$ cat src/rtl/core/rjd_pkg.sv
// ----------------------------------------------------------------------------
// rjd_pkg
// widths, codes and shared types of the rssi jamming detector
// ----------------------------------------------------------------------------
package rjd_pkg;

   localparam int RSSI_W      = 9;
   localparam int STATUS_W    = 2;
   localparam int DBM_W       = 8;
   localparam int BAR_W       = 7;
   localparam int WARM_W      = 6;
   localparam int MARGIN_W    = 8;
   localparam int RUN_W       = 8;
   localparam int SUM_W       = 16;
   localparam int BASE_W      = 14;
   localparam int FRAC_W      = 4;
   localparam int CSR_INDEX_W = 2;
   localparam int CSR_DATA_W  = 8;

   // register reset values
   localparam logic [WARM_W-1:0]   WARMUP_RESET = 6'd24;
   localparam logic [MARGIN_W-1:0] LOUD_RESET   = 8'd30;
   localparam logic [MARGIN_W-1:0] NOISE_RESET  = 8'd16;
   localparam logic [RUN_W-1:0]    RUN_RESET    = 8'd20;

   typedef enum logic [STATUS_W-1:0] {
      STATUS_CALIBRATING = 2'd0,
      STATUS_QUIET       = 2'd1,
      STATUS_NOISE       = 2'd2,
      STATUS_JAMMING     = 2'd3
   } status_type;

   typedef enum logic [CSR_INDEX_W-1:0] {
      CSR_WARMUP_SAMPLES = 2'd0,
      CSR_LOUD_MARGIN    = 2'd1,
      CSR_NOISE_MARGIN   = 2'd2,
      CSR_JAM_RUN_LIMIT  = 2'd3
   } csr_index_type;

   typedef struct packed {
      logic [WARM_W-1:0]   warmup_samples;
      logic [MARGIN_W-1:0] loud_margin;
      logic [MARGIN_W-1:0] noise_margin;
      logic [RUN_W-1:0]    jam_run_limit;
   } cfg_type;

   // controller to datapath
   typedef struct packed {
      logic capture;
      logic decide;
      logic finish;
      logic load_out;
   } dp_cmd_type;

   // datapath to controller
   typedef struct packed {
      logic calib;
      logic div_busy;
   } dp_stat_type;

endpackage

$ cat src/rtl/core/rjd_if.sv
// ----------------------------------------------------------------------------
// rjd_if
// valid/ready channels of the rssi jamming detector
// ----------------------------------------------------------------------------
interface rjd_req_if;
   import rjd_pkg::*;

   logic                     valid;
   logic                     ready;
   logic signed [RSSI_W-1:0] rssi_half_db;
   logic                     restart;

   modport source (output valid, output rssi_half_db, output restart, input ready);
   modport sink (input valid, input rssi_half_db, input restart, output ready);
   modport monitor (input valid, input ready, input rssi_half_db, input restart);
endinterface

interface rjd_rsp_if;
   import rjd_pkg::*;

   logic                    valid;
   logic                    ready;
   status_type              status;
   logic signed [DBM_W-1:0] rssi_dbm;
   logic signed [DBM_W-1:0] baseline_dbm;
   logic [BAR_W-1:0]        bar_percent;

   modport source (output valid, output status, output rssi_dbm, output baseline_dbm,
                   output bar_percent, input ready);
   modport sink (input valid, input status, input rssi_dbm, input baseline_dbm,
                 input bar_percent, output ready);
   modport monitor (input valid, input ready, input status, input rssi_dbm,
                    input baseline_dbm, input bar_percent);
endinterface

$ cat src/rtl/core/rjd_divider.sv
// ----------------------------------------------------------------------------
// rjd_divider
// restoring divider, one quotient bit per cycle, for the baseline mean
// ----------------------------------------------------------------------------
module rjd_divider (
   input  logic                             clock,
   input  logic                             reset,
   input  logic                             start,
   input  logic signed [rjd_pkg::SUM_W-1:0] dividend,
   input  logic [rjd_pkg::WARM_W-1:0]       divisor,
   output logic                             busy,
   output logic signed [rjd_pkg::BASE_W-1:0] quotient
);
   import rjd_pkg::*;

   localparam int DIV_BITS    = SUM_W + FRAC_W;
   localparam int DIV_COUNT_W = $clog2(DIV_BITS + 1);

   logic [DIV_COUNT_W-1:0] count_ff, count_in;
   logic [DIV_BITS-1:0]    work_ff, work_in;
   logic [WARM_W-1:0]      rem_ff, rem_in;
   logic [WARM_W-1:0]      divisor_ff, divisor_in;
   logic                   neg_ff, neg_in;

   logic [SUM_W-1:0]  magnitude;
   logic [WARM_W:0]   trial;
   logic              fits;
   logic [BASE_W-1:0] q_mag;

   assign magnitude = dividend[SUM_W-1] ? SUM_W'(-dividend) : SUM_W'(dividend);
   assign trial     = {rem_ff, work_ff[DIV_BITS-1]};
   assign fits      = trial >= {1'b0, divisor_ff};
   assign busy      = count_ff != '0;
   assign q_mag     = work_ff[BASE_W-1:0];
   assign quotient  = neg_ff ? $signed(BASE_W'(-q_mag)) : $signed(q_mag);

   always_comb begin
      count_in   = count_ff;
      work_in    = work_ff;
      rem_in     = rem_ff;
      divisor_in = divisor_ff;
      neg_in     = neg_ff;
      if (start) begin
         count_in   = DIV_COUNT_W'(DIV_BITS);
         work_in    = {magnitude, {FRAC_W{1'b0}}};
         rem_in     = '0;
         divisor_in = divisor;
         neg_in     = dividend[SUM_W-1];
      end else if (busy) begin
         count_in = count_ff - 1'b1;
         rem_in   = fits ? WARM_W'(trial - {1'b0, divisor_ff}) : trial[WARM_W-1:0];
         work_in  = {work_ff[DIV_BITS-2:0], fits};
      end
   end

   always_ff @(posedge clock) begin
      if (reset) begin
         count_ff <= '0;
      end else begin
         count_ff <= count_in;
      end
      work_ff    <= work_in;
      rem_ff     <= rem_in;
      divisor_ff <= divisor_in;
      neg_ff     <= neg_in;
   end

endmodule

$ cat src/rtl/core/rjd_datapath.sv
// ----------------------------------------------------------------------------
// rjd_datapath
// calibration state, detection compare and result formatting
// ----------------------------------------------------------------------------
module rjd_datapath (
   input  logic                              clock,
   input  logic                              reset,
   input  rjd_pkg::dp_cmd_type               cmd,
   output rjd_pkg::dp_stat_type              stat,
   input  rjd_pkg::cfg_type                  cfg,
   input  logic signed [rjd_pkg::RSSI_W-1:0] req_rssi_half_db,
   input  logic                              req_restart,
   output rjd_pkg::status_type               rsp_status,
   output logic signed [rjd_pkg::DBM_W-1:0]  rsp_rssi_dbm,
   output logic signed [rjd_pkg::DBM_W-1:0]  rsp_baseline_dbm,
   output logic [rjd_pkg::BAR_W-1:0]         rsp_bar_percent
);
   import rjd_pkg::*;

   localparam int DIFF_W = BASE_W + 1;
   localparam int XE_W   = RSSI_W + 1;
   localparam int N_W    = XE_W + 3;
   localparam logic signed [XE_W-1:0] BAR_OFFSET = 10'sd240;
   localparam logic signed [N_W-1:0]  BAR_LOW_N  = 13'sd16;
   localparam logic [XE_W-1:0]        BAR_MAX    = 10'd100;
   localparam logic [BAR_W-1:0]       BAR_MIN    = 7'd2;

   // captured transaction
   logic signed [RSSI_W-1:0] x_ff;
   logic                     restart_ff;

   // detector state
   logic [WARM_W-1:0]        warm_count_ff, warm_count_in;
   logic signed [SUM_W-1:0]  warm_sum_ff, warm_sum_in;
   logic signed [BASE_W-1:0] baseline_ff, baseline_in;
   logic [RUN_W-1:0]         loud_run_ff, loud_run_in;
   status_type               status_ff, status_in;

   // result register
   status_type              out_status_ff;
   logic signed [DBM_W-1:0] out_rssi_ff;
   logic signed [DBM_W-1:0] out_base_ff;
   logic [BAR_W-1:0]        out_bar_ff;

   logic [WARM_W-1:0]        eff_count;
   logic signed [SUM_W-1:0]  eff_sum;
   logic signed [BASE_W-1:0] eff_base;
   logic [RUN_W-1:0]         eff_run;
   logic                     calib;
   logic signed [SUM_W-1:0]  new_sum;
   logic [WARM_W-1:0]        new_count;
   logic signed [DIFF_W-1:0] diff;
   logic signed [DIFF_W-1:0] loud_thr, noise_thr;
   logic                     loud;
   logic [RUN_W-1:0]         run_next;
   status_type               detect_status;
   logic                     div_busy;
   logic signed [BASE_W-1:0] quotient;

   logic signed [RSSI_W-1:0] x_round;
   logic signed [BASE_W-1:0] b_round;
   logic signed [XE_W-1:0]   xe;
   logic signed [N_W-1:0]    n;
   logic [XE_W-1:0]          bar_q;
   logic [BAR_W-1:0]         bar;

   // restart clears state before the sample is used
   assign eff_count = restart_ff ? '0 : warm_count_ff;
   assign eff_sum   = restart_ff ? '0 : warm_sum_ff;
   assign eff_base  = restart_ff ? '0 : baseline_ff;
   assign eff_run   = restart_ff ? '0 : loud_run_ff;
   assign calib     = eff_count < cfg.warmup_samples;

   assign new_sum   = eff_sum + SUM_W'(x_ff);
   assign new_count = eff_count + 1'b1;

   // sample scaled to the baseline's fraction bits, sign kept
   assign diff      = DIFF_W'($signed({x_ff, {FRAC_W{1'b0}}})) - DIFF_W'(eff_base);
   assign loud_thr  = $signed(DIFF_W'({cfg.loud_margin, {FRAC_W{1'b0}}}));
   assign noise_thr = $signed(DIFF_W'({cfg.noise_margin, {FRAC_W{1'b0}}}));
   assign loud      = diff > loud_thr;
   assign run_next  = !loud ? '0 : (&eff_run) ? eff_run : eff_run + 1'b1;

   always_comb begin
      if (run_next > cfg.jam_run_limit) begin
         detect_status = STATUS_JAMMING;
      end else if (diff > noise_thr) begin
         detect_status = STATUS_NOISE;
      end else begin
         detect_status = STATUS_QUIET;
      end
   end

   rjd_divider u_divider (
      .clock    (clock),
      .reset    (reset),
      .start    (cmd.decide && calib),
      .dividend (new_sum),
      .divisor  (new_count),
      .busy     (div_busy),
      .quotient (quotient)
   );

   assign stat.calib    = calib;
   assign stat.div_busy = div_busy;

   always_comb begin
      warm_count_in = warm_count_ff;
      warm_sum_in   = warm_sum_ff;
      baseline_in   = baseline_ff;
      loud_run_in   = loud_run_ff;
      status_in     = status_ff;
      if (cmd.decide) begin
         baseline_in = eff_base;
         if (calib) begin
            warm_count_in = new_count;
            warm_sum_in   = new_sum;
            loud_run_in   = '0;
            status_in     = STATUS_CALIBRATING;
         end else begin
            warm_count_in = eff_count;
            warm_sum_in   = eff_sum;
            loud_run_in   = run_next;
            status_in     = detect_status;
         end
      end else if (cmd.finish) begin
         baseline_in = quotient;
      end
   end

   // truncating divisions toward zero
   assign x_round = x_ff + RSSI_W'(x_ff[RSSI_W-1]);
   assign b_round = baseline_ff + (baseline_ff[BASE_W-1] ? BASE_W'(31) : BASE_W'(0));

   // bar: (x + 240) * 5 / 8, clamped 2..100
   assign xe    = XE_W'(x_ff) + BAR_OFFSET;
   assign n     = (N_W'(xe) <<< 2) + N_W'(xe);
   assign bar_q = n[N_W-1:3];
   always_comb begin
      if (n < BAR_LOW_N) begin
         bar = BAR_MIN;
      end else if (bar_q > BAR_MAX) begin
         bar = BAR_MAX[BAR_W-1:0];
      end else begin
         bar = bar_q[BAR_W-1:0];
      end
   end

   always_ff @(posedge clock) begin
      if (reset) begin
         warm_count_ff <= '0;
         warm_sum_ff   <= '0;
         baseline_ff   <= '0;
         loud_run_ff   <= '0;
      end else begin
         warm_count_ff <= warm_count_in;
         warm_sum_ff   <= warm_sum_in;
         baseline_ff   <= baseline_in;
         loud_run_ff   <= loud_run_in;
      end
      status_ff <= status_in;
      if (cmd.capture) begin
         x_ff       <= req_rssi_half_db;
         restart_ff <= req_restart;
      end
      if (cmd.load_out) begin
         out_status_ff <= status_ff;
         out_rssi_ff   <= x_round[RSSI_W-1:1];
         out_base_ff   <= b_round[DBM_W+4:5];
         out_bar_ff    <= bar;
      end
   end

   assign rsp_status       = out_status_ff;
   assign rsp_rssi_dbm     = out_rssi_ff;
   assign rsp_baseline_dbm = out_base_ff;
   assign rsp_bar_percent  = out_bar_ff;

endmodule

$ cat src/rtl/core/rjd_ctrl.sv
// ----------------------------------------------------------------------------
// rjd_ctrl
// sequencer for one transaction at a time and the result valid flag
// ----------------------------------------------------------------------------
module rjd_ctrl (
   input  logic                  clock,
   input  logic                  reset,
   input  logic                  req_valid,
   output logic                  req_ready,
   input  logic                  rsp_ready,
   output logic                  rsp_valid,
   input  rjd_pkg::dp_stat_type  stat,
   output rjd_pkg::dp_cmd_type   cmd
);
   import rjd_pkg::*;

   typedef enum logic [4:0] {
      ST_IDLE   = 5'b00001,
      ST_DECIDE = 5'b00010,
      ST_DIVIDE = 5'b00100,
      ST_FINISH = 5'b01000,
      ST_EMIT   = 5'b10000
   } state_type;

   state_type state_ff, state_in;
   logic      rsp_valid_ff, rsp_valid_in;
   logic      out_free;

   assign req_ready = state_ff == ST_IDLE;
   assign out_free  = !rsp_valid_ff || rsp_ready;

   always_comb begin
      state_in     = state_ff;
      cmd          = '0;
      cmd.capture  = req_ready && req_valid;
      case (state_ff)
         ST_IDLE: begin
            if (req_valid) state_in = ST_DECIDE;
         end
         ST_DECIDE: begin
            cmd.decide = 1'b1;
            state_in   = stat.calib ? ST_DIVIDE : ST_EMIT;
         end
         ST_DIVIDE: begin
            if (!stat.div_busy) state_in = ST_FINISH;
         end
         ST_FINISH: begin
            cmd.finish = 1'b1;
            state_in   = ST_EMIT;
         end
         ST_EMIT: begin
            if (out_free) begin
               cmd.load_out = 1'b1;
               state_in     = ST_IDLE;
            end
         end
         default: begin
            state_in = ST_IDLE;
         end
      endcase
   end

   assign rsp_valid_in = cmd.load_out ? 1'b1 : (rsp_ready ? 1'b0 : rsp_valid_ff);
   assign rsp_valid    = rsp_valid_ff;

   always_ff @(posedge clock) begin
      if (reset) begin
         state_ff     <= ST_IDLE;
         rsp_valid_ff <= 1'b0;
      end else begin
         state_ff     <= state_in;
         rsp_valid_ff <= rsp_valid_in;
      end
   end

endmodule

$ cat src/rtl/core/rssi_jamming_detector.sv
// ----------------------------------------------------------------------------
// rssi_jamming_detector
// Takes one RSSI sample per req transaction (half-dBm, signed) and returns
// one rsp transaction. After reset or a transaction with restart set, the
// first warmup_samples samples are averaged into a baseline (4 fraction bits)
// and reported as calibrating; afterwards the excess over the baseline is
// checked against loud_margin and noise_margin, and a saturating run of loud
// samples longer than jam_run_limit reports jamming. Transactions are worked
// one at a time: a calibrating sample occupies the block from acceptance to
// the next ready through decide, a wait on the bit-serial divider that forms
// the running mean, the baseline write and the result load, a detection sample
// through decide and the result load. The result sits in an output register,
// so a new request is taken while an earlier result is still waiting; the
// result load waits only while that register is still full and not taken on
// the rsp side. Registers are to be written through the csr port only while
// the block is idle; keeping to this is up to the user, as the block has no
// check for it.
// ----------------------------------------------------------------------------
module rssi_jamming_detector (
   input  logic                               clock,
   input  logic                               reset,
   rjd_req_if.sink                            req_bus,
   rjd_rsp_if.source                          rsp_bus,
   input  logic                               csr_write_enable,
   input  logic [rjd_pkg::CSR_INDEX_W-1:0]    csr_index,
   input  logic [rjd_pkg::CSR_DATA_W-1:0]     csr_write_data
);
   import rjd_pkg::*;

   // configuration registers
   cfg_type     cfg_ff, cfg_in;

   // controller and datapath handshake
   dp_cmd_type  cmd;
   dp_stat_type stat;

   always_comb begin
      cfg_in = cfg_ff;
      if (csr_write_enable) begin
         case (csr_index_type'(csr_index))
            CSR_WARMUP_SAMPLES: cfg_in.warmup_samples = csr_write_data[WARM_W-1:0];
            CSR_LOUD_MARGIN:    cfg_in.loud_margin    = csr_write_data[MARGIN_W-1:0];
            CSR_NOISE_MARGIN:   cfg_in.noise_margin   = csr_write_data[MARGIN_W-1:0];
            CSR_JAM_RUN_LIMIT:  cfg_in.jam_run_limit  = csr_write_data[RUN_W-1:0];
            default:            cfg_in = cfg_ff;
         endcase
      end
   end

   always_ff @(posedge clock) begin
      if (reset) begin
         cfg_ff.warmup_samples <= WARMUP_RESET;
         cfg_ff.loud_margin    <= LOUD_RESET;
         cfg_ff.noise_margin   <= NOISE_RESET;
         cfg_ff.jam_run_limit  <= RUN_RESET;
      end else begin
         cfg_ff <= cfg_in;
      end
   end

   // sequencer: one transaction in flight, owns both valid/ready sides
   rjd_ctrl u_ctrl (
      .clock     (clock),
      .reset     (reset),
      .req_valid (req_bus.valid),
      .req_ready (req_bus.ready),
      .rsp_ready (rsp_bus.ready),
      .rsp_valid (rsp_bus.valid),
      .stat      (stat),
      .cmd       (cmd)
   );

   // arithmetic, detector state and the result register
   rjd_datapath u_datapath (
      .clock            (clock),
      .reset            (reset),
      .cmd              (cmd),
      .stat             (stat),
      .cfg              (cfg_ff),
      .req_rssi_half_db (req_bus.rssi_half_db),
      .req_restart      (req_bus.restart),
      .rsp_status       (rsp_bus.status),
      .rsp_rssi_dbm     (rsp_bus.rssi_dbm),
      .rsp_baseline_dbm (rsp_bus.baseline_dbm),
      .rsp_bar_percent  (rsp_bus.bar_percent)
   );

endmodule

$ cat src/flat_wrapper.sv
// flat-port wrapper written by rule: the top's interface ports become plain ports
module rssi_jamming_detector_flat import rjd_pkg::*;
  (clock, reset, csr_write_enable, csr_index, csr_write_data, req_bus_valid, req_bus_rssi_half_db, req_bus_restart, req_bus_ready, rsp_bus_valid, rsp_bus_status, rsp_bus_rssi_dbm, rsp_bus_baseline_dbm, rsp_bus_bar_percent, rsp_bus_ready);
  rjd_req_if req_bus_i ();
  rjd_rsp_if rsp_bus_i ();
  input  logic clock;
  input  logic reset;
  input  logic csr_write_enable;
  input  logic [rjd_pkg::CSR_INDEX_W-1:0] csr_index;
  input  logic [rjd_pkg::CSR_DATA_W-1:0] csr_write_data;
  input wire logic [$bits(req_bus_i.valid)-1:0] req_bus_valid;
  input wire logic [$bits(req_bus_i.rssi_half_db)-1:0] req_bus_rssi_half_db;
  input wire logic [$bits(req_bus_i.restart)-1:0] req_bus_restart;
  output wire logic [$bits(req_bus_i.ready)-1:0] req_bus_ready;
  output wire logic [$bits(rsp_bus_i.valid)-1:0] rsp_bus_valid;
  output wire logic [$bits(rsp_bus_i.status)-1:0] rsp_bus_status;
  output wire logic [$bits(rsp_bus_i.rssi_dbm)-1:0] rsp_bus_rssi_dbm;
  output wire logic [$bits(rsp_bus_i.baseline_dbm)-1:0] rsp_bus_baseline_dbm;
  output wire logic [$bits(rsp_bus_i.bar_percent)-1:0] rsp_bus_bar_percent;
  input wire logic [$bits(rsp_bus_i.ready)-1:0] rsp_bus_ready;
  assign req_bus_i.valid = req_bus_valid;
  assign req_bus_i.rssi_half_db = req_bus_rssi_half_db;
  assign req_bus_i.restart = req_bus_restart;
  assign req_bus_ready = req_bus_i.ready;
  assign rsp_bus_valid = rsp_bus_i.valid;
  assign rsp_bus_status = rsp_bus_i.status;
  assign rsp_bus_rssi_dbm = rsp_bus_i.rssi_dbm;
  assign rsp_bus_baseline_dbm = rsp_bus_i.baseline_dbm;
  assign rsp_bus_bar_percent = rsp_bus_i.bar_percent;
  assign rsp_bus_i.ready = rsp_bus_ready;
  rssi_jamming_detector u_core (.clock(clock), .reset(reset), .req_bus(req_bus_i), .rsp_bus(rsp_bus_i), .csr_write_enable(csr_write_enable), .csr_index(csr_index), .csr_write_data(csr_write_data));
endmodule
$ cat config.mk
export PLATFORM = sky130hd
export DESIGN_NAME = rssi_jamming_detector_flat
export DESIGN_NICKNAME = d
export VERILOG_FILES = /design/src/rtl/core/rjd_pkg.sv /design/src/rtl/core/rjd_if.sv /design/src/rtl/core/rjd_divider.sv /design/src/rtl/core/rjd_datapath.sv /design/src/rtl/core/rjd_ctrl.sv /design/src/rtl/core/rssi_jamming_detector.sv /design/src/flat_wrapper.sv
export SDC_FILE = /design/constraint.sdc
export NUM_CORES = 1
export LEC_CHECK = 0
export ABC_AREA = 0
export ABC_CLOCK_PERIOD_IN_PS = 11890
export BUFFER_PORTS_ARGS = -buffer_cell sky130_fd_sc_hd__buf_4
export CAP_MARGIN = 5
export CORE_MARGIN = 4
export CORE_UTILIZATION = 45
export DETAILED_ROUTE_END_ITERATION = 12
export HOLD_SLACK_MARGIN = 0.15
export PLACE_DENSITY = 0.72
export SYNTH_ARGS = -nofsm -noshare
export SYNTH_HDL_FRONTEND = slang
export SYNTH_SLANG_ARGS = --single-unit
$ cat constraint.sdc
create_clock -name clock -period 11.89 [get_ports clock]
set_input_delay 0 -clock clock [delete_from_list [all_inputs] [get_ports clock]]
set_output_delay 0 -clock clock [all_outputs]
set_load 0.005 [all_outputs]
==> impl_metrics.env <==
export IMPL_ctsResizeCount=0
export IMPL_pwr_share_seq_pct=36.5
export IMPL_synth_area_leaders="sky130_fd_sc_hd__dfxtp_1, sky130_fd_sc_hd__edfxtp_1, sky130_fd_sc_hd__ha_1"
export IMPL_grt_overflow=0
export IMPL_number_of_global_route_vias_before_repair=7954
export IMPL_antenna_found_initial=0
export IMPL_slew_viol_final=0
export IMPL_cp_end_kind="register"
export IMPL_drt_first_pass_iters=5
export IMPL_async_reset_ff_share_pct=0
export IMPL_setup_viol=0
export IMPL_timing_critical_path_mode_cell="sky130_fd_sc_hd__a21oi_1"
export IMPL_shortest_clock_period_the_worst_path_allows_after_layout_ns=6.00
export IMPL_crit_path_max_incr_delay_ns=0.41
export IMPL_yosys_most_used_dff="sky130_fd_sc_hd__dfxtp_1"
export IMPL_floorplan_initialDensity_pct=45.8
export IMPL_slew_limit_headroom_pct=28.2
export IMPL_tightestPinTransition_ns=1.07
export IMPL_clock_latency_ns=0.43
export IMPL_power_leakage_uw=0.00471
export IMPL_synth_enable_flop_cells=60
export IMPL_fin_hold_ws_ns=0.170
export IMPL_mostFrequentLayoutCells="sky130_fd_sc_hd__nor2_1, sky130_fd_sc_hd__nand2_1, sky130_fd_sc_hd__dfxtp_1"
export IMPL_drt_iter0_markers=504
export IMPL_share_clk_of_total_power_pct=29.3
export IMPL_final_cell_area_um2=11500
export IMPL_wl_per_cell_um=15.4
export IMPL_yosysWarningCount=0
export IMPL_dp_hpwl_um=16500
export IMPL_core_um2=21900
export IMPL_fillerInstances=1995
export IMPL_netSwitchingPower_uw=704
export IMPL_syn_instance_count=1150
export IMPL_place_port_buffers=51
export IMPL_numCtsBuffers=17
export IMPL_die_w_um=157
export IMPL_synth_nets=1262
export IMPL_routed_wirelength_um=23100
export IMPL_synth_area_leader_cell="sky130_fd_sc_hd__dfxtp_1"
export IMPL_cts_sink_count=155
export IMPL_placedInstanceArea_um2=10600
export IMPL_ys_seq_elements=155
export IMPL_worst_hold_path_type="input pin to register"
export IMPL_die_height_um=157
export IMPL_post_synth_top_area_fraction_pct=19.0
export IMPL_antennaDiodeCount=0
export IMPL_cp_max_fo=44
export IMPL_die_outline_area_um2=24700
export IMPL_swShare_pct=35.7
export IMPL_clock_slew_seen_by_the_registers_of_the_worst_setup_and_hold_paths_ns=0.07
export IMPL_worst_setup_path_type="register to register"
export IMPL_worst_ep_required_ns=12.06
export IMPL_grt_pass1_wl_um=38200
export IMPL_fin_nets=1322
export IMPL_clock_root_buffer="sky130_fd_sc_hd__clkbuf_16"
export IMPL_route_detailed_vias_per_inst=5.62
export IMPL_cp_slowest_cell="sky130_fd_sc_hd__buf_4"
export IMPL_max_clock_freq_ghz=0.167
export IMPL_start_kind="register"
export IMPL_post_route_ant_nets=0
export IMPL_synth_lib_cells_used_distinct=78
export IMPL_cts_max_path_buffers=2
export IMPL_hold_violations=0
export IMPL_grt_setup_unrepaired="no"
export IMPL_summed_negative_setup_slack_over_all_endpoints_ns=0
export IMPL_htreeDepth=4
export IMPL_global_route_usage_total_pct=18.7
export IMPL_post_route_drc_count=0
export IMPL_largest_net_degree_at_the_start_of_global_routing=86
export IMPL_comb_power_share_pct=34.2
export IMPL_tritoncts_clock_tree="yes"
export IMPL_timing_critical_path_arrival_ns=6.16
export IMPL_synth_avg_cell_area_um2=8.71
export IMPL_cellInternalPower_uw=1270
export IMPL_syn_to_final_growth_pct=15.0
export IMPL_power_density_cell_area_nw_per_um2=171
export IMPL_timing_max_cap_violations=0
export IMPL_layout_drive_gt1_share_pct=9.73
export IMPL_row_count=54
export IMPL_portion_of_the_post_synthesis_area_used_by_sequential_elements_pct=37.0
export IMPL_num_io_pins=52
export IMPL_routed_via_count=8440
export IMPL_place_gp_congestion=0.884
export IMPL_irDropWorstVdd_v=0.0000853
export IMPL_outcome="finished clean"
export IMPL_period_share_pct=50.4
export IMPL_clock_skew_ns=0.00926
export IMPL_final_common_cell="sky130_fd_sc_hd__nor2_1"
export IMPL_syn_cell_area_um2=10000
==> layout make-up <==
type | count | area (um2) | share of cell area (%)
multi-input cells | 883 | 5880 | 51.1
flip-flops and latches | 155 | 3700 | 32.1
clock buffers | 18 | 439 | 3.81
well taps | 280 | 350 | 3.04
inverters | 68 | 255 | 2.22
clock inverters | 14 | 181 | 1.57
repair buffers | 85 | 708 | 6.15
==> synth_stat cells (9+ instances only) <==
library cell and number:
sky130_fd_sc_hd__nor2b_1 34, sky130_fd_sc_hd__ha_1 84, sky130_fd_sc_hd__o21a_1 9, sky130_fd_sc_hd__nand4_1 11
sky130_fd_sc_hd__a21o_1 18, sky130_fd_sc_hd__dfxtp_1 95, sky130_fd_sc_hd__edfxtp_1 60, sky130_fd_sc_hd__a22oi_1 40
sky130_fd_sc_hd__nor2_1 123, sky130_fd_sc_hd__nand2_1 110, sky130_fd_sc_hd__xor2_1 30, sky130_fd_sc_hd__nand2b_1 13
sky130_fd_sc_hd__clkbuf_1 37, sky130_fd_sc_hd__and3_1 10, sky130_fd_sc_hd__nand3_1 40, sky130_fd_sc_hd__mux2i_1 12
sky130_fd_sc_hd__nor3_1 27, sky130_fd_sc_hd__a21oi_1 81, sky130_fd_sc_hd__xnor2_1 46, sky130_fd_sc_hd__inv_1 68
sky130_fd_sc_hd__o21ai_0 49
==> power by group through the flow <==
stage | Combinational (uW) | Clock [uW] | Sequential [uW]
5_1_grt | 760 | 610 | 729
3_5_place_dp | 658 | 0 | 730
3_3_place_gp | 643 | 0 | 727
2_1_floorplan | 528 | 0 | 706
6_report | 674 | 578 | 718
4_1_cts | 672 | 589 | 718
==> stage by stage <==
stage               power [uW]  util [%]  cells  setup WS, ns
finish                    1970      52.6   1503          5.89
global placement          1370      48.5   1443          6.21
floorplan                 1230         -   1150          6.52
global route              2100      52.6   1503          5.24
CTS                       1980      52.6   1503          5.97
detailed placement        1390      48.5   1443          6.02
==> kinds of logic (layout without fill, tap and decap cells) <==
| group | after synthesis | in the layout | synth area share [%] |
|---|---|---|---|
| xor gates and xnor gates | 77 | 77 | 6.81 |
| muxes | 13 | 13 | 1.31 |
| and+or+nand+nor | 424 | 424 | 20.7 |
| DFF | 155 | 155 | 37.0 |
| adders and majority gates | 87 | 87 | 11.1 |
| buffers and inverters | 112 | 185 | 4.36 |
| AOI/OAI and AO/OA | 282 | 282 | 18.8 |
==> registers in the layout (all words and copies together), names as in the netlist <==
signal / count
u_core.u_datapath.warm_sum_ff: 16
u_core.u_datapath.u_divider.work_ff: 20
u_core.u_datapath.u_divider.count_ff: 5
u_core.u_datapath.rsp_status: 2
u_core.u_datapath.u_divider.neg_ff: 1
u_core.u_datapath.x_ff: 9
u_core.u_ctrl.state_ff: 5
u_core.u_ctrl.rsp_valid: 1
u_core.u_datapath.rsp_baseline_dbm: 8
u_core.u_datapath.baseline_ff: 14
u_core.u_datapath.restart_ff: 1
u_core.cfg_ff: 30
u_core.u_datapath.u_divider.rem_ff: 6
u_core.u_datapath.rsp_rssi_dbm: 8
u_core.u_datapath.rsp_bar_percent: 7
u_core.u_datapath.status_ff: 2
u_core.u_datapath.warm_count_ff: 6
u_core.u_datapath.loud_run_ff: 8
u_core.u_datapath.u_divider.divisor_ff: 6
==> worst paths after layout <==
path	cells after the start	to	start	slack (ns)
worst max-delay path	27	u_core.u_datapath.status_ff[1]$_SDFFCE_PN0P_	u_core.u_datapath.restart_ff$_DFFE_PP_	5.89
worst min-delay path	2	u_core.u_datapath.warm_count_ff[2]$_SDFFE_PP0P_	reset	0.17
worst max register to register	27	u_core.u_datapath.status_ff[1]$_SDFFCE_PN0P_	u_core.u_datapath.restart_ff$_DFFE_PP_	5.89
worst min register to register	0	u_core.u_datapath.rsp_status[1]$_DFFE_PP_	u_core.u_datapath.status_ff[1]$_SDFFCE_PN0P_	0.45
==> per-layer routing <==
| layer | vias up | GRT usage (%) | share of wire [%] |
|---|---|---|---|
| met5 | - | 0 | 0 |
| met4 | 0 | 7.13 | 2.6 |
| met3 | 40 | 2.91 | 4.6 |
| met2 | 201 | 31.0 | 47 |
| met1 | 3963 | 24.7 | 46 |
| li1 | 4236 | - | - |
==> timing repair <==
item                       in CTS  in global routing
setup endpoints to repair       0                  0
hold buffers                   28                  0
hold endpoints to repair       44                  0
setup buffers                   0                  0
==> worst max-delay path, delay by kind of cell (launching register included) <==
kind	cells	cell delay, ns
fa+ha+maj	3	0.86
simple gates	7	0.91
buf+inv	2	0.75
compound gates	14	2.75
xor+xnor	1	0.12
flops	1	0.32
(Power assumes the default switching activity.)
